### config.mk
export PLATFORM = sky130hd
export DESIGN_NAME = keypad_pin_lock
export DESIGN_NICKNAME = d
export VERILOG_FILES = /design/src/rtl/kpl_pkg.sv /design/src/rtl/keypad_pin_lock.sv /design/src/rtl/kpl_row_lane.sv /design/src/rtl/kpl_scan_merge.sv /design/src/rtl/kpl_lock_core.sv
export SDC_FILE = /design/constraint.sdc
export NUM_CORES = 1
export LEC_CHECK = 0
export ABC_CLOCK_PERIOD_IN_PS = 3550
export BUFFER_PORTS_ARGS = -buffer_cell sky130_fd_sc_hd__buf_2
export CAP_MARGIN = 15
export CORE_MARGIN = 4
export CORE_UTILIZATION = 34
export DETAILED_ROUTE_END_ITERATION = 10
export GPL_ROUTABILITY_DRIVEN = 1
export SLEW_MARGIN = 20
export SYNTH_ARGS = -nofsm -noshare
export SYNTH_HDL_FRONTEND = slang
export SYNTH_SLANG_ARGS = --single-unit
### constraint.sdc
create_clock -name clk -period 3.55 [get_ports clk]
set_input_delay 0.355 -clock clk [delete_from_list [all_inputs] [get_ports clk]]
set_output_delay 0.355 -clock clk [all_outputs]
set_load 0.01 [all_outputs]
### src/rtl/kpl_pkg.sv
// Shared types, key codes, event codes and the keypad table for the keypad PIN lock.
package kpl_pkg;

    localparam int PIN_DIGITS = 4;
    localparam int CNT_W      = (PIN_DIGITS > 1) ? $clog2(PIN_DIGITS) : 1;
    localparam int NUM_ROWS   = 4;

    localparam logic [3:0] KEY_NONE = 4'd0;
    localparam logic [3:0] KEY_STAR = 4'd11;
    localparam logic [3:0] KEY_HASH = 4'd12;

    typedef enum logic [1:0] {
        MODE_SET      = 2'd0,
        MODE_LOCKED   = 2'd1,
        MODE_UNLOCKED = 2'd2
    } mode_t;

    typedef enum logic [2:0] {
        EV_NONE    = 3'd0,
        EV_STORED  = 3'd1,
        EV_ERASED  = 3'd2,
        EV_NEWPW   = 3'd3,
        EV_WRONG   = 3'd4,
        EV_CORRECT = 3'd5,
        EV_SET     = 3'd6
    } event_t;

    typedef struct packed {
        logic [2:0] row0_cols;
        logic [2:0] row1_cols;
        logic [2:0] row2_cols;
        logic [2:0] row3_cols;
    } scan_t;

    typedef struct packed {
        logic [3:0] new_key;
        logic [2:0] event_res;
        logic [1:0] lock_mode;
        logic [2:0] digits_entered;
    } result_t;

    typedef struct packed {
        logic       pressed;
        logic [3:0] key;
    } lane_hit_t;

    function automatic logic [3:0] key_code(input logic [1:0] row, input logic [1:0] col);
        logic [3:0] code;
        code = KEY_NONE;
        case (row)
            2'd0: code = (col == 2'd0) ? 4'd2 : (col == 2'd1) ? 4'd3 : 4'd4;
            2'd1: code = (col == 2'd0) ? 4'd5 : (col == 2'd1) ? 4'd6 : 4'd7;
            2'd2: code = (col == 2'd0) ? 4'd8 : (col == 2'd1) ? 4'd9 : 4'd10;
            2'd3: code = (col == 2'd0) ? KEY_STAR : (col == 2'd1) ? 4'd1 : KEY_HASH;
            default: code = KEY_NONE;
        endcase
        return code;
    endfunction

    function automatic logic [3:0] reset_pin_digit(input int k);
        return (k % 2 == 1) ? 4'd9 : 4'd4;
    endfunction

endpackage

### src/rtl/keypad_pin_lock.sv
// Top level of the keypad PIN lock: row lanes, merge register and lock core.
//
//   Channel   Valid          Stall          Payload
//   scan      scan_valid     scan_stall     scan   (kpl_pkg::scan_t, one full keypad scan)
//   result    result_valid   result_stall   result (kpl_pkg::result_t, one per scan)
//
// Each scan beat passes through four row lanes and the merge, which feed a key register;
// the lock core then updates its state and result register when the beat moves on.
// One beat can be accepted every cycle while the result side is not stalling.
// Reset clears the key filter and digit count, sets the mode to locked and loads the default PIN.
// A stall on the result side holds both stages; the scan side stalls only when they are full.
module keypad_pin_lock (
    input  logic             clk,
    input  logic             rst_n,
    input  logic             scan_valid,
    output logic             scan_stall,
    input  kpl_pkg::scan_t   scan,
    output logic             result_valid,
    input  logic             result_stall,
    output kpl_pkg::result_t result
);

    kpl_pkg::lane_hit_t hits [kpl_pkg::NUM_ROWS];
    logic [2:0]         row_cols [kpl_pkg::NUM_ROWS];
    logic [3:0]         merged_key;

    logic       s1_valid_reg;
    logic       s1_valid_next;
    logic [3:0] s1_key_reg;
    logic       out_valid_reg;
    logic       out_valid_next;
    logic       s1_move;
    logic       scan_take;

    assign row_cols[0] = scan.row0_cols;
    assign row_cols[1] = scan.row1_cols;
    assign row_cols[2] = scan.row2_cols;
    assign row_cols[3] = scan.row3_cols;

    for (genvar r = 0; r < kpl_pkg::NUM_ROWS; r++)
    begin : g_lane
        kpl_row_lane u_lane (
            .row  (2'(r)),
            .cols (row_cols[r]),
            .hit  (hits[r])
        );
    end

    kpl_scan_merge u_merge (
        .hits (hits),
        .key  (merged_key)
    );

    assign s1_move        = s1_valid_reg && (!out_valid_reg || !result_stall);
    assign scan_stall     = s1_valid_reg && !s1_move;
    assign scan_take      = scan_valid && !scan_stall;
    assign s1_valid_next  = scan_take || (s1_valid_reg && !s1_move);
    assign out_valid_next = s1_move || (out_valid_reg && result_stall);

    always_ff @(posedge clk or negedge rst_n)
    begin
        if (!rst_n)
        begin
            s1_valid_reg  <= 1'b0;
            out_valid_reg <= 1'b0;
        end
        else
        begin
            s1_valid_reg  <= s1_valid_next;
            out_valid_reg <= out_valid_next;
        end
    end

    always_ff @(posedge clk)
    begin
        if (scan_take)
        begin
            s1_key_reg <= merged_key;
        end
    end

    kpl_lock_core u_core (
        .clk      (clk),
        .rst_n    (rst_n),
        .step     (s1_move),
        .scan_key (s1_key_reg),
        .result   (result)
    );

    assign result_valid = out_valid_reg;

    a_stall_only_when_full: assert property (@(posedge clk) disable iff (!rst_n)
        scan_stall |-> (s1_valid_reg && out_valid_reg && result_stall))
        else $error("scan side stalled while the pipeline had room");

    a_move_fills_output: assert property (@(posedge clk) disable iff (!rst_n)
        s1_move |=> result_valid)
        else $error("a moved beat did not reach the result register");

    a_none_key_no_event: assert property (@(posedge clk) disable iff (!rst_n)
        (result_valid && (result.new_key == kpl_pkg::KEY_NONE))
        |-> (result.event_res == kpl_pkg::EV_NONE))
        else $error("event reported without a new key");

    a_set_locks_and_clears: assert property (@(posedge clk) disable iff (!rst_n)
        (result_valid && (result.event_res == kpl_pkg::EV_SET))
        |-> ((result.lock_mode == kpl_pkg::MODE_LOCKED) && (result.digits_entered == 3'd0)))
        else $error("new PIN stored without locking and clearing the entry");

endmodule

### src/rtl/kpl_row_lane.sv
// One row lane: finds the lowest pressed column of a row and looks up its key code.
module kpl_row_lane (
    input  logic [1:0]         row,
    input  logic [2:0]         cols,
    output kpl_pkg::lane_hit_t hit
);

    always_comb
    begin
        hit.pressed = 1'b1;
        if (!cols[2])
        begin
            hit.key = kpl_pkg::key_code(row, 2'd0);
        end
        else if (!cols[1])
        begin
            hit.key = kpl_pkg::key_code(row, 2'd1);
        end
        else if (!cols[0])
        begin
            hit.key = kpl_pkg::key_code(row, 2'd2);
        end
        else
        begin
            hit.pressed = 1'b0;
            hit.key     = kpl_pkg::KEY_NONE;
        end
    end

endmodule

### src/rtl/kpl_scan_merge.sv
// Merge stage: the highest-numbered row lane with a press supplies the scanned key.
module kpl_scan_merge (
    input  kpl_pkg::lane_hit_t hits [kpl_pkg::NUM_ROWS],
    output logic [3:0]         key
);

    always_comb
    begin
        key = kpl_pkg::KEY_NONE;
        for (int r = 0; r < kpl_pkg::NUM_ROWS; r++)
        begin
            if (hits[r].pressed)
            begin
                key = hits[r].key;
            end
        end
    end

endmodule

### src/rtl/kpl_lock_core.sv
// Lock state: repeat filter, entry buffer, stored PIN, mode and the result register.
module kpl_lock_core (
    input  logic                clk,
    input  logic                rst_n,
    input  logic                step,
    input  logic [3:0]          scan_key,
    output kpl_pkg::result_t    result
);

    localparam int N = kpl_pkg::PIN_DIGITS;
    localparam int W = kpl_pkg::CNT_W;

    logic [3:0]       prev_key_reg;
    logic [W-1:0]     count_reg;
    logic [W-1:0]     count_next;
    kpl_pkg::mode_t   mode_reg;
    kpl_pkg::mode_t   mode_next;
    logic [3:0]       entry_reg [N];
    logic [3:0]       pin_reg   [N];
    logic [3:0]       pin_next  [N];
    kpl_pkg::result_t result_reg;
    kpl_pkg::result_t result_next;
    kpl_pkg::event_t  ev;

    logic [3:0] key;
    logic [3:0] digit;
    logic       is_digit;
    logic       full;
    logic       match;
    logic       write_entry;

    always_comb
    begin
        key      = (scan_key != prev_key_reg) ? scan_key : kpl_pkg::KEY_NONE;
        is_digit = (key != kpl_pkg::KEY_NONE) && (key != kpl_pkg::KEY_STAR)
                   && (key != kpl_pkg::KEY_HASH);
        digit    = key - 4'd1;
        full     = is_digit && (count_reg == W'(N - 1));
        match    = (digit == pin_reg[N-1]);
        for (int k = 0; k < N - 1; k++)
        begin
            if (entry_reg[k] != pin_reg[k])
            begin
                match = 1'b0;
            end
        end
    end

    always_comb
    begin
        mode_next = mode_reg;
        if (key == kpl_pkg::KEY_STAR)
        begin
            if (mode_reg == kpl_pkg::MODE_LOCKED)
            begin
                mode_next = kpl_pkg::MODE_SET;
            end
        end
        else if (full)
        begin
            case (mode_reg)
                kpl_pkg::MODE_SET:      mode_next = kpl_pkg::MODE_LOCKED;
                kpl_pkg::MODE_LOCKED:   mode_next = match ? kpl_pkg::MODE_UNLOCKED
                                                          : kpl_pkg::MODE_LOCKED;
                kpl_pkg::MODE_UNLOCKED: mode_next = match ? kpl_pkg::MODE_LOCKED
                                                          : kpl_pkg::MODE_UNLOCKED;
                default:                mode_next = match ? kpl_pkg::MODE_LOCKED : mode_reg;
            endcase
        end
    end

    always_comb
    begin
        ev          = kpl_pkg::EV_NONE;
        count_next  = count_reg;
        write_entry = 1'b0;
        for (int k = 0; k < N; k++)
        begin
            pin_next[k] = pin_reg[k];
        end
        if (key == kpl_pkg::KEY_HASH)
        begin
            if (count_reg != '0)
            begin
                count_next = count_reg - W'(1);
                ev         = kpl_pkg::EV_ERASED;
            end
        end
        else if (key == kpl_pkg::KEY_STAR)
        begin
            if (mode_reg == kpl_pkg::MODE_LOCKED)
            begin
                count_next = '0;
                ev         = kpl_pkg::EV_NEWPW;
            end
        end
        else if (is_digit)
        begin
            if (full)
            begin
                count_next = '0;
                if (mode_reg != kpl_pkg::MODE_SET)
                begin
                    ev = match ? kpl_pkg::EV_CORRECT : kpl_pkg::EV_WRONG;
                end
                else
                begin
                    ev = kpl_pkg::EV_SET;
                    for (int k = 0; k < N - 1; k++)
                    begin
                        pin_next[k] = entry_reg[k];
                    end
                    pin_next[N-1] = digit;
                end
            end
            else
            begin
                write_entry = 1'b1;
                count_next  = count_reg + W'(1);
                ev          = kpl_pkg::EV_STORED;
            end
        end
        result_next.new_key        = key;
        result_next.event_res      = ev;
        result_next.lock_mode      = mode_next;
        result_next.digits_entered = 3'(count_next);
    end

    always_ff @(posedge clk or negedge rst_n)
    begin
        if (!rst_n)
        begin
            prev_key_reg <= kpl_pkg::KEY_NONE;
            count_reg    <= '0;
            mode_reg     <= kpl_pkg::MODE_LOCKED;
            for (int k = 0; k < N; k++)
            begin
                pin_reg[k] <= kpl_pkg::reset_pin_digit(k);
            end
        end
        else if (step)
        begin
            prev_key_reg <= scan_key;
            count_reg    <= count_next;
            mode_reg     <= mode_next;
            for (int k = 0; k < N; k++)
            begin
                pin_reg[k] <= pin_next[k];
            end
        end
    end

    always_ff @(posedge clk)
    begin
        if (step)
        begin
            result_reg <= result_next;
            if (write_entry)
            begin
                entry_reg[count_reg] <= digit;
            end
        end
    end

    assign result = result_reg;

endmodule
; ---- Word-level counts from Yosys, hierarchy flattened
; Memory sizes are Yosys's and may differ from the RTL's.
; Cells that the tools add are included.
; W data, S select, Z words.
[word_totals]
reg_bits = 41
ramBits = 16
inputBits = 16
output_inout_bits = 14
mem_count = 1
[mem_list]
columns = memory, words, width, rd, rd_ports_with_merged_regs, wr, line_no
row1 = u_core.entry_reg, 4, 4, 3, 0, 1, kpl_lock_core.sv:18  ; logic [3:0] entry_reg [N];
[op_classes]
addsub = 3
n_eq_ne = 12
mux = 60
bitwise = 3
n_reduce_logical = 19
[op_table]
columns = operator, n
row1 = $mux W4, 15
row2 = $mux W2, 14
row3 = $mux W1, 23
row4 = $mux W3, 7
row5 = $ne A4 B4 Y1, 4
row6 = $eq A4 B4 Y1 const B, 2
row7 = $ne A4 B4 Y1 const B, 2
row8 = $logic_and A1 B1 Y1, 7
row9 = $pmux W2 S3, 1
row10 = $reduce_and A6 Y1, 1
row11 = $eq A2 B2 Y1 const B, 2
row12 = $eq A4 B4 Y1, 1
row13 = $logic_not A1 Y1, 4
row14 = $reduce_bool A2 Y1, 2
row15 = $reduce_bool A4 Y1, 1
row16 = $sub A4 B1 Y4 const B, 1
row17 = $logic_or A1 B1 Y1, 3
row18 = $not A1 Y1, 3
row19 = $add A2 B1 Y2 const B, 1
row20 = $eq A2 B1 Y1 const B, 1
row21 = $logic_not A2 Y1, 1
row22 = $sub A2 B1 Y2 const B, 1

; ---- Depth between registers and ports, before layout
; Gate-level depths: netlist of the first run.
[logic_depth]
ltp_word = 13
depth_mapped = 15
depth_no_buf = 14

; ---- Modules after synthesis
; Synthesis of the first run repeated with hierarchy kept, for this count alone.
[unflattened]
hier_cells = 329
hier_area_um2 = 3468.3
[by_module_without_submodules]
columns = mod, n_inst, cells_each, area_per_inst_um2
row1 = kpl_lock_core, 1, 201, 2471.1
row2 = kpl_row_lane at g_lane[0].u_lane ..., 3, 23, 161.4
row3 = keypad_pin_lock, 1, 14, 220.2
row4 = kpl_row_lane at g_lane[3].u_lane, 1, 25, 176.4
row5 = kpl_scan_merge, 1, 20, 116.4

; ---- Least setup slack after synthesis of the first run
; Ideal clock, no wire load.
[synth_path]
kind = register to register
startpoint = reg s1_key_reg[1]
endpoint = reg u_core.result_reg (netlist bit u_core.result[3]), data pin
setup_time_ps = 269
arrival_time_ps = 2708
setup_slack_ps = 574
stages_incl_launch_ff = 11
n_path_buf = 1
synth_period_minus_slack_ps = 2976
path_cell_list = edfxtp_1 -> buf_6 -> xor2_2 -> o41ai_2 -> ha_1 -> xor2_1 -> nand3_1 -> nor4_1 -> o2111ai_2 -> o31ai_1 -> a211oi_1
[synth_between]
elab_chain_len = 11
[synth_lines]
columns = element, line_no
row1 = "start, declared", keypad_pin_lock.sv:29  ; logic [3:0] s1_key_reg;
row2 = "start signal, assigned", keypad_pin_lock.sv:78  ; s1_key_reg <= merged_key;
row3 = $ne A4 B4 Y1 *, kpl_lock_core.sv:34  ; key = (scan_key != prev_key_reg) ? scan_key : kpl_pkg::KEY_NONE;
row4 = $mux W4 *, kpl_lock_core.sv:34
row5 = $sub A4 B1 Y4 *, kpl_lock_core.sv:37  ; digit = key - 4'd1;
row6 = net u_core.digit[0], kpl_lock_core.sv:26  ; logic [3:0] digit;
row7 = $eq A4 B4 Y1 *, kpl_lock_core.sv:39  ; match = (digit == pin_reg[N-1]);
row8 = $mux W1 * (3 in a row), kpl_lock_core.sv:42  ; if (entry_reg[k] != pin_reg[k])
row9 = "$mux W2, on equally long branches", "kpl_lock_core.sv:67, kpl_lock_core.sv:63, kpl_lock_core.sv:65"
row10 = $pmux W2 S3 *, kpl_lock_core.sv:61  ; case (mode_reg)
row11 = $mux W2 *, kpl_lock_core.sv:59  ; else if (full)
row12 = $mux W2 *, kpl_lock_core.sv:52  ; if (key == kpl_pkg::KEY_STAR)
row13 = net u_core.mode_next[0], kpl_lock_core.sv:17  ; kpl_pkg::mode_t mode_next;
row14 = "end signal, assigned", kpl_lock_core.sv:157  ; result_reg <= result_next;
row15 = "end, declared", kpl_lock_core.sv:21  ; kpl_pkg::result_t result_reg;
; Mark *: on every way through the listed nets, which the timed path passes. The rest lies on a longest branch.
; A chain may end at the register's enable or synchronous reset.

; ---- Final worst setup path of the first run
[layout_path]
startpoint = reg s1_key_reg[0]
endpoint = reg u_core.result_reg (netlist bit u_core.result[3]), data pin
[layout_between]
elab_chain_len = 11
[layout_lines]
columns = element, line_no
row1 = $ne A4 B4 Y1, kpl_lock_core.sv:34
row2 = $mux W4 *, kpl_lock_core.sv:34
row3 = $sub A4 B1 Y4 *, kpl_lock_core.sv:37
row4 = net u_core.digit[0], kpl_lock_core.sv:26
row5 = $eq A4 B4 Y1 *, kpl_lock_core.sv:39
row6 = $mux W1 * (3 in a row), kpl_lock_core.sv:42
row7 = "$mux W2, on equally long branches", "kpl_lock_core.sv:67, kpl_lock_core.sv:63, kpl_lock_core.sv:65"
row8 = $pmux W2 S3 *, kpl_lock_core.sv:61
row9 = $mux W2 *, kpl_lock_core.sv:59
row10 = $mux W2 *, kpl_lock_core.sv:52
row11 = net u_core.mode_next[0], kpl_lock_core.sv:17
; Marks and branches as above.

==> results.cfg, run 1 <==
[outcome]
outcome = finished clean

[sta]
finalMaxSlewViolations = 0
fin_tns_setup_ns = 0
setup_violations = 0
worst_pin_slew_ns = 0.616
max_freq_mhz = 307
hold_viol = 0
final.min_clock_period_ns = 3.26
relSlewSlack_pct = 58.9
finalCritPeriodShare_pct = 91.8
skew_ns = 0.00837
layout_setup_ws_ns = 0.290
rsz0062_at_grt = no

[clocking]
htreeDepth = 2
cts_root_buf = clkbuf_8
ctsHoldBuffers = 0
clkSlewWorstSetupHoldPaths_ns = 0.10
cts_setup_buffers = 0
cts_sinks = 53
cts_resized = 0
cts_tree = done
clockBufferDepth = 2
cts_made_buffers = 5
clk_latency_ns = 0.31

[yosys]
ys_seq_area_share_pct = 52.4
syn_area_mm2 = 0.00281
synth_edf_count = 27
synth_most_common_cell = nand2_1
ys_types = 54
synth_commonest_cells = nand2_1 (29), edfxtp_1 (27), dfrtp_1 (19)
synthTopCellsByArea = edfxtp_1 (29%), dfrtp_1 (17%), dfstp_2 (6.6%)
synthesis.nets = 256
synthCells = 232
ys.warnings.count = 0
ys_seq_elements = 53
ys.flop_type = edfxtp_1
synthArstFlopShare_pct = 49.1
synth_area_leader_cell = edfxtp_1
synth_top_area_share_pct = 28.9
avgSynthCellArea_um2 = 12.1

[critical_path]
slowest_delay_ns = 0.53
r2r-end = u_core.result[3]
cp_max_fo = 7
critical_path_depth = 11
path_buf_inv = 2
r2r_setup_slack_ns = 0.29
cpMaxStageDelayCell = edfxtp_1
reg2reg_from = s1_key_reg[0]
cp_top_family = compound AO/OA/AOI/OAI gates
path_class = flip-flop to flip-flop
crit_required_ns = 3.60
crit_path_start_kind = flip-flop
worstPathCellList = xor2_2 -> o41ai_2 -> buf_4 -> inv_1 -> ha_1 -> and3b_1 -> o41a_1 -> a31oi_4 -> nand2_1 -> o31ai_1 -> a211oi_1
startpoint = s1_key_reg[0]
endpoint = u_core.result[3]
crit_path_end_kind = flip-flop
cp.arrival_ns = 3.31
rr_worst_depth = 11

[floorplanning]
die_h_um = 98.9
core_mm2 = 0.00789
die_area_mm2 = 0.00978
core.rowCount = 32
start_util_pct = 35.6
boundaryPins = 30
die-width_um = 98.9

[drt]
wl_per_cell_um = 13.9
via_per_inst = 4.89
drt_iter0_markers = 62
drtAntennaViolNets = 0
wl_mm = 5.08
routed-via-count = 1789
drt_first_pass_iters = 4
drc = 0

[place]
dp_hpwl_mm = 3.73
postPlaceCellArea_mm2 = 0.00305
place.gp.congestion = 0.834
io_buffer_count = 28
place_ws_ns = 0.347

[power_and_ir_drop]
leakage_nw = 1.27
p_total_mw = 1.47
vdd_ir_drop_max_uv = 232
power_density_mw_per_mm2 = 467

[global_route]
grt_pass1_vias = 1776
grt_remaining_overflow = 0
use_met1_pct = 15.1
grt_pass1_wl_mm = 8.71
grt_max_degree = 27
grt.busiest_layer = met2
gr-usage-met2_pct = 17.3
grt_use_met3_pct = 2.48
antenna_found_initial = 0
grt_usage_pct = 11.1

[final_layout]
drive_gt1_share_pct = 28.4
fin_nets = 287
multi_input_area_mm2 = 0.00123
n_fill_cell = 767
area_growth_pct = 11.9
n_antenna_cell = 0
largest_reg_flops = 16
final_area_mm2 = 0.00314
area.sequential_mm2 = 0.00147

[min_path]
hp-class = primary input to asynchronous set/reset pin

[run]
cap_violations = 0
worst min path at each step:
stage,from,endpoint,slack [ns]
global route,rst_n,u_core.pin_reg[7],0.11
finish,rst_n,u_core.mode_reg[1],0.05
detailed placement,rst_n,u_core.pin_reg[15],0.42
CTS,rst_n,u_core.prev_key_reg[3],0.08
global placement,rst_n,u_core.pin_reg[15],0.41
floorplan,rst_n,result_valid,0.06
cells in the final DEF, fill, tap and decap left out, drive strengths merged, types with 5 or more instances in the layout:
cell     n
dfrtp   19
mux2    15
buf     32
ha       8
xnor2   15
nand2   29
nor2     7
dfstp    7
o21ai   10
inv     15
clkbuf   6
a21oi    7
nand4    7
edfxtp  27
a31oi    5
xor2     6
kinds of logic after synthesis:
logic type / synth area share (%)
adder cells (fa/ha/maj): 3.57
AO/OA/AOI/OAI: 12.0
flip-flops: 52.4
other: 0.134
multiplexers: 7.53
XOR/XNOR: 8.16
AND/OR/NAND/NOR: 12.3
buffers and inverters: 3.88
per-stage QoR:
step	cells	hold slack (ns)	utilization, %
4_1_cts	366	0.0762	39.8
5_1_grt	366	0.105	39.8
3_3_place_gp	358	0.410	38.7
3_5_place_dp	358	0.417	38.7
2_1_floorplan	232	0.0594	-
6_report	366	0.0494	39.8
cell type report:
type	instances	area share, %
clock buffer	6	2.31
clock inverter	2	0.478
inverter	15	1.79
timing repair buffer	32	5.42
tap	102	4.06
sequential	53	46.8
multi-input combinational	156	39.1
report_power, final:
group / switching, mW / total (mW) / internal [mW]
registers: 0.0545 / 0.784 / 0.730
clock network: 0.204 / 0.343 / 0.139
logic: 0.208 / 0.339 / 0.131
total: 0.466 / 1.47 / 1.00
per-layer routing:
| metal | vias up | share of wire (%) | routed length, um |
|---|---|---|---|
| met5 | - | 0 | 0 |
| met3 | 2 | 4.7 | 237 |
| met2 | 38 | 45 | 2310 |
| met1 | 866 | 49 | 2510 |
| li1 | 883 | - | - |
| met4 | 0 | 0.49 | 25 |
Note: power is estimated with default switching activity, not from simulation.
==> run 2, diff against run 1 <==
--- a/config.mk
+++ b/config.mk
@@ -6,7 +6,7 @@
 export NUM_CORES = 1
 export LEC_CHECK = 0
 export ABC_CLOCK_PERIOD_IN_PS = 3550
-export BUFFER_PORTS_ARGS = -buffer_cell sky130_fd_sc_hd__buf_2
+export BUFFER_PORTS_ARGS = -buffer_cell sky130_fd_sc_hd__clkbuf_2
 export CAP_MARGIN = 15
 export CORE_MARGIN = 4
 export CORE_UTILIZATION = 34
==> results.cfg, run 2 (synthesis results as in run 1) <==
[global_route]
grt_pass1_vias = 1755
grt_remaining_overflow = 0
antenna_found_initial = 0
grt_max_degree = 27
grt_pass1_wl_mm = 8.60
grt_usage_pct = 10.9

[critical_path]
slowest_delay_ns = 0.52
path_class = flip-flop to flip-flop
cp_max_fo = 18
crit_path_start_kind = flip-flop
cp.arrival_ns = 3.47
worstPathCellList = xor2_2 -> o41ai_2 -> buf_4 -> inv_1 -> ha_1 -> and3b_1 -> o41a_1 -> a31oi_4 -> nand4_4 -> mux2_4
crit_required_ns = 3.74
startpoint = s1_key_reg[1]
r2r_setup_slack_ns = 0.28
r2r-end = u_core.pin_reg[10]
crit_path_end_kind = flip-flop
reg2reg_from = s1_key_reg[1]
rr_worst_depth = 10
cpMaxStageDelayCell = edfxtp_1
endpoint = u_core.pin_reg[10]

[drt]
routed-via-count = 1798
drtAntennaViolNets = 0
wl_mm = 5.18
via_per_inst = 4.91
drc = 0
drt_first_pass_iters = 4
wl_per_cell_um = 14.2
drt_iter0_markers = 99

[min_path]
hp-class = primary input to asynchronous set/reset pin

[sta]
fin_tns_setup_ns = 0
setup_violations = 0
max_freq_mhz = 306
worst_pin_slew_ns = 0.714
hold_viol = 0
final.min_clock_period_ns = 3.27
rsz0062_at_grt = no
relSlewSlack_pct = 52.4
finalCritPeriodShare_pct = 92.2
whs_ns = 0.0825
finalMaxSlewViolations = 0
skew_ns = 0.00567

[clocking]
cts_tree = done
cts_made_buffers = 5
cts_resized = 0
cts_sinks = 53
clk_latency_ns = 0.30
cts_setup_buffers = 0
clkSlewWorstSetupHoldPaths_ns = 0.09
ctsHoldBuffers = 0
cts_root_buf = clkbuf_8
htreeDepth = 2
clockBufferDepth = 2

[final_layout]
drive_gt1_share_pct = 28.4
area_growth_pct = 12.7
final_area_mm2 = 0.00316
n_antenna_cell = 0
fin_nets = 287
n_fill_cell = 736
final_common_cell = nand2_1
largest_reg_flops = 16
final_cell_mix = nand2_1 (29), clkbuf_2 (28), edfxtp_1 (27), dfrtp_1 (19), xnor2_1 (15)

[power_and_ir_drop]
leakage_nw = 1.30
p_total_mw = 1.53
power_density_mw_per_mm2 = 485
vdd_ir_drop_max_uv = 234

[floorplanning]
core_mm2 = 0.00789
boundaryPins = 30
die_h_um = 98.9
start_util_pct = 35.6
die_area_mm2 = 0.00978
core.rowCount = 32
die-width_um = 98.9

[place]
io_buffer_count = 28
place.gp.congestion = 0.845
postPlaceCellArea_mm2 = 0.00305
dp_hpwl_mm = 3.79

[outcome]
outcome = finished clean

[run]
cap_violations = 0
run 2: changes by cell type in the layout (fill, tap and decap cells not counted):
| cell | before | now |
|---|---|---|
| buf_2 | 28 | 0 |
| clkbuf_2 | 0 | 28 |
| clkinvlp_4 | 2 | 0 |
| bufinv_16 | 0 | 1 |
| clkinv_4 | 0 | 1 |
run 2: final cells by class:
cell class / instances / area [um^2] / area share, %
Sequential cell: 53 / 1470 / 46.5
Inverter: 15 / 56.3 / 1.78
Tap cell: 102 / 128 / 4.03
Clock inverter: 2 / 38.8 / 1.23
Clock buffer: 6 / 72.6 / 2.29
Multi-Input combinational cell: 156 / 1230 / 38.8
Timing Repair Buffer: 32 / 170 / 5.38
run 2: report_power, final:
part	switching, mW	internal [mW]	total (mW)
Sequential	0.0534	0.730	0.783
Clock	0.200	0.212	0.412
Combinational	0.209	0.131	0.340
run 2: per-stage QoR:
| stage | util [%] | worst slack, ns | instances |
|---|---|---|---|
| 6_report | 40.1 | 0.278 | 366 |
| 5_1_grt | 40.1 | 0.00982 | 366 |
| 4_1_cts | 40.1 | 0.262 | 366 |
| 3_5_place_dp | 38.7 | 0.294 | 358 |
| 3_3_place_gp | 38.7 | 0.305 | 358 |
| 2_1_floorplan | - | 0.574 | 232 |
run 2: worst max-delay path, delay by kind of cell (launching register included):
kind | cells | cell delay, ns
AOI/OAI and AO/OA | 3 | 0.91
xor gates and xnor gates | 1 | 0.25
adders and majority gates | 1 | 0.21
buffers and inverters | 2 | 0.28
DFF | 1 | 0.52
muxes | 1 | 0.42
and+or+nand+nor | 2 | 0.56
run 2: worst min path at each step:
stage	slack (ns)	start	end
5_1_grt	0.13	rst_n	u_core.pin_reg[15]
3_3_place_gp	0.44	rst_n	u_core.pin_reg[15]
4_1_cts	0.11	rst_n	u_core.prev_key_reg[1]
3_5_place_dp	0.44	rst_n	u_core.pin_reg[15]
6_report	0.08	rst_n	u_core.pin_reg[15]
2_1_floorplan	0.06	rst_n	result_valid
run 2: layer usage:
layer  up-vias  track usage [%]  part of all wire (%)  wire [um]
met3         4             2.90                   4.6        241
li1        884                -                     -          -
met2        44             17.0                    45       2320
met1       866             15.1                    49       2560
met5         -                0                     0          0
met4         0             3.05                   1.1         55
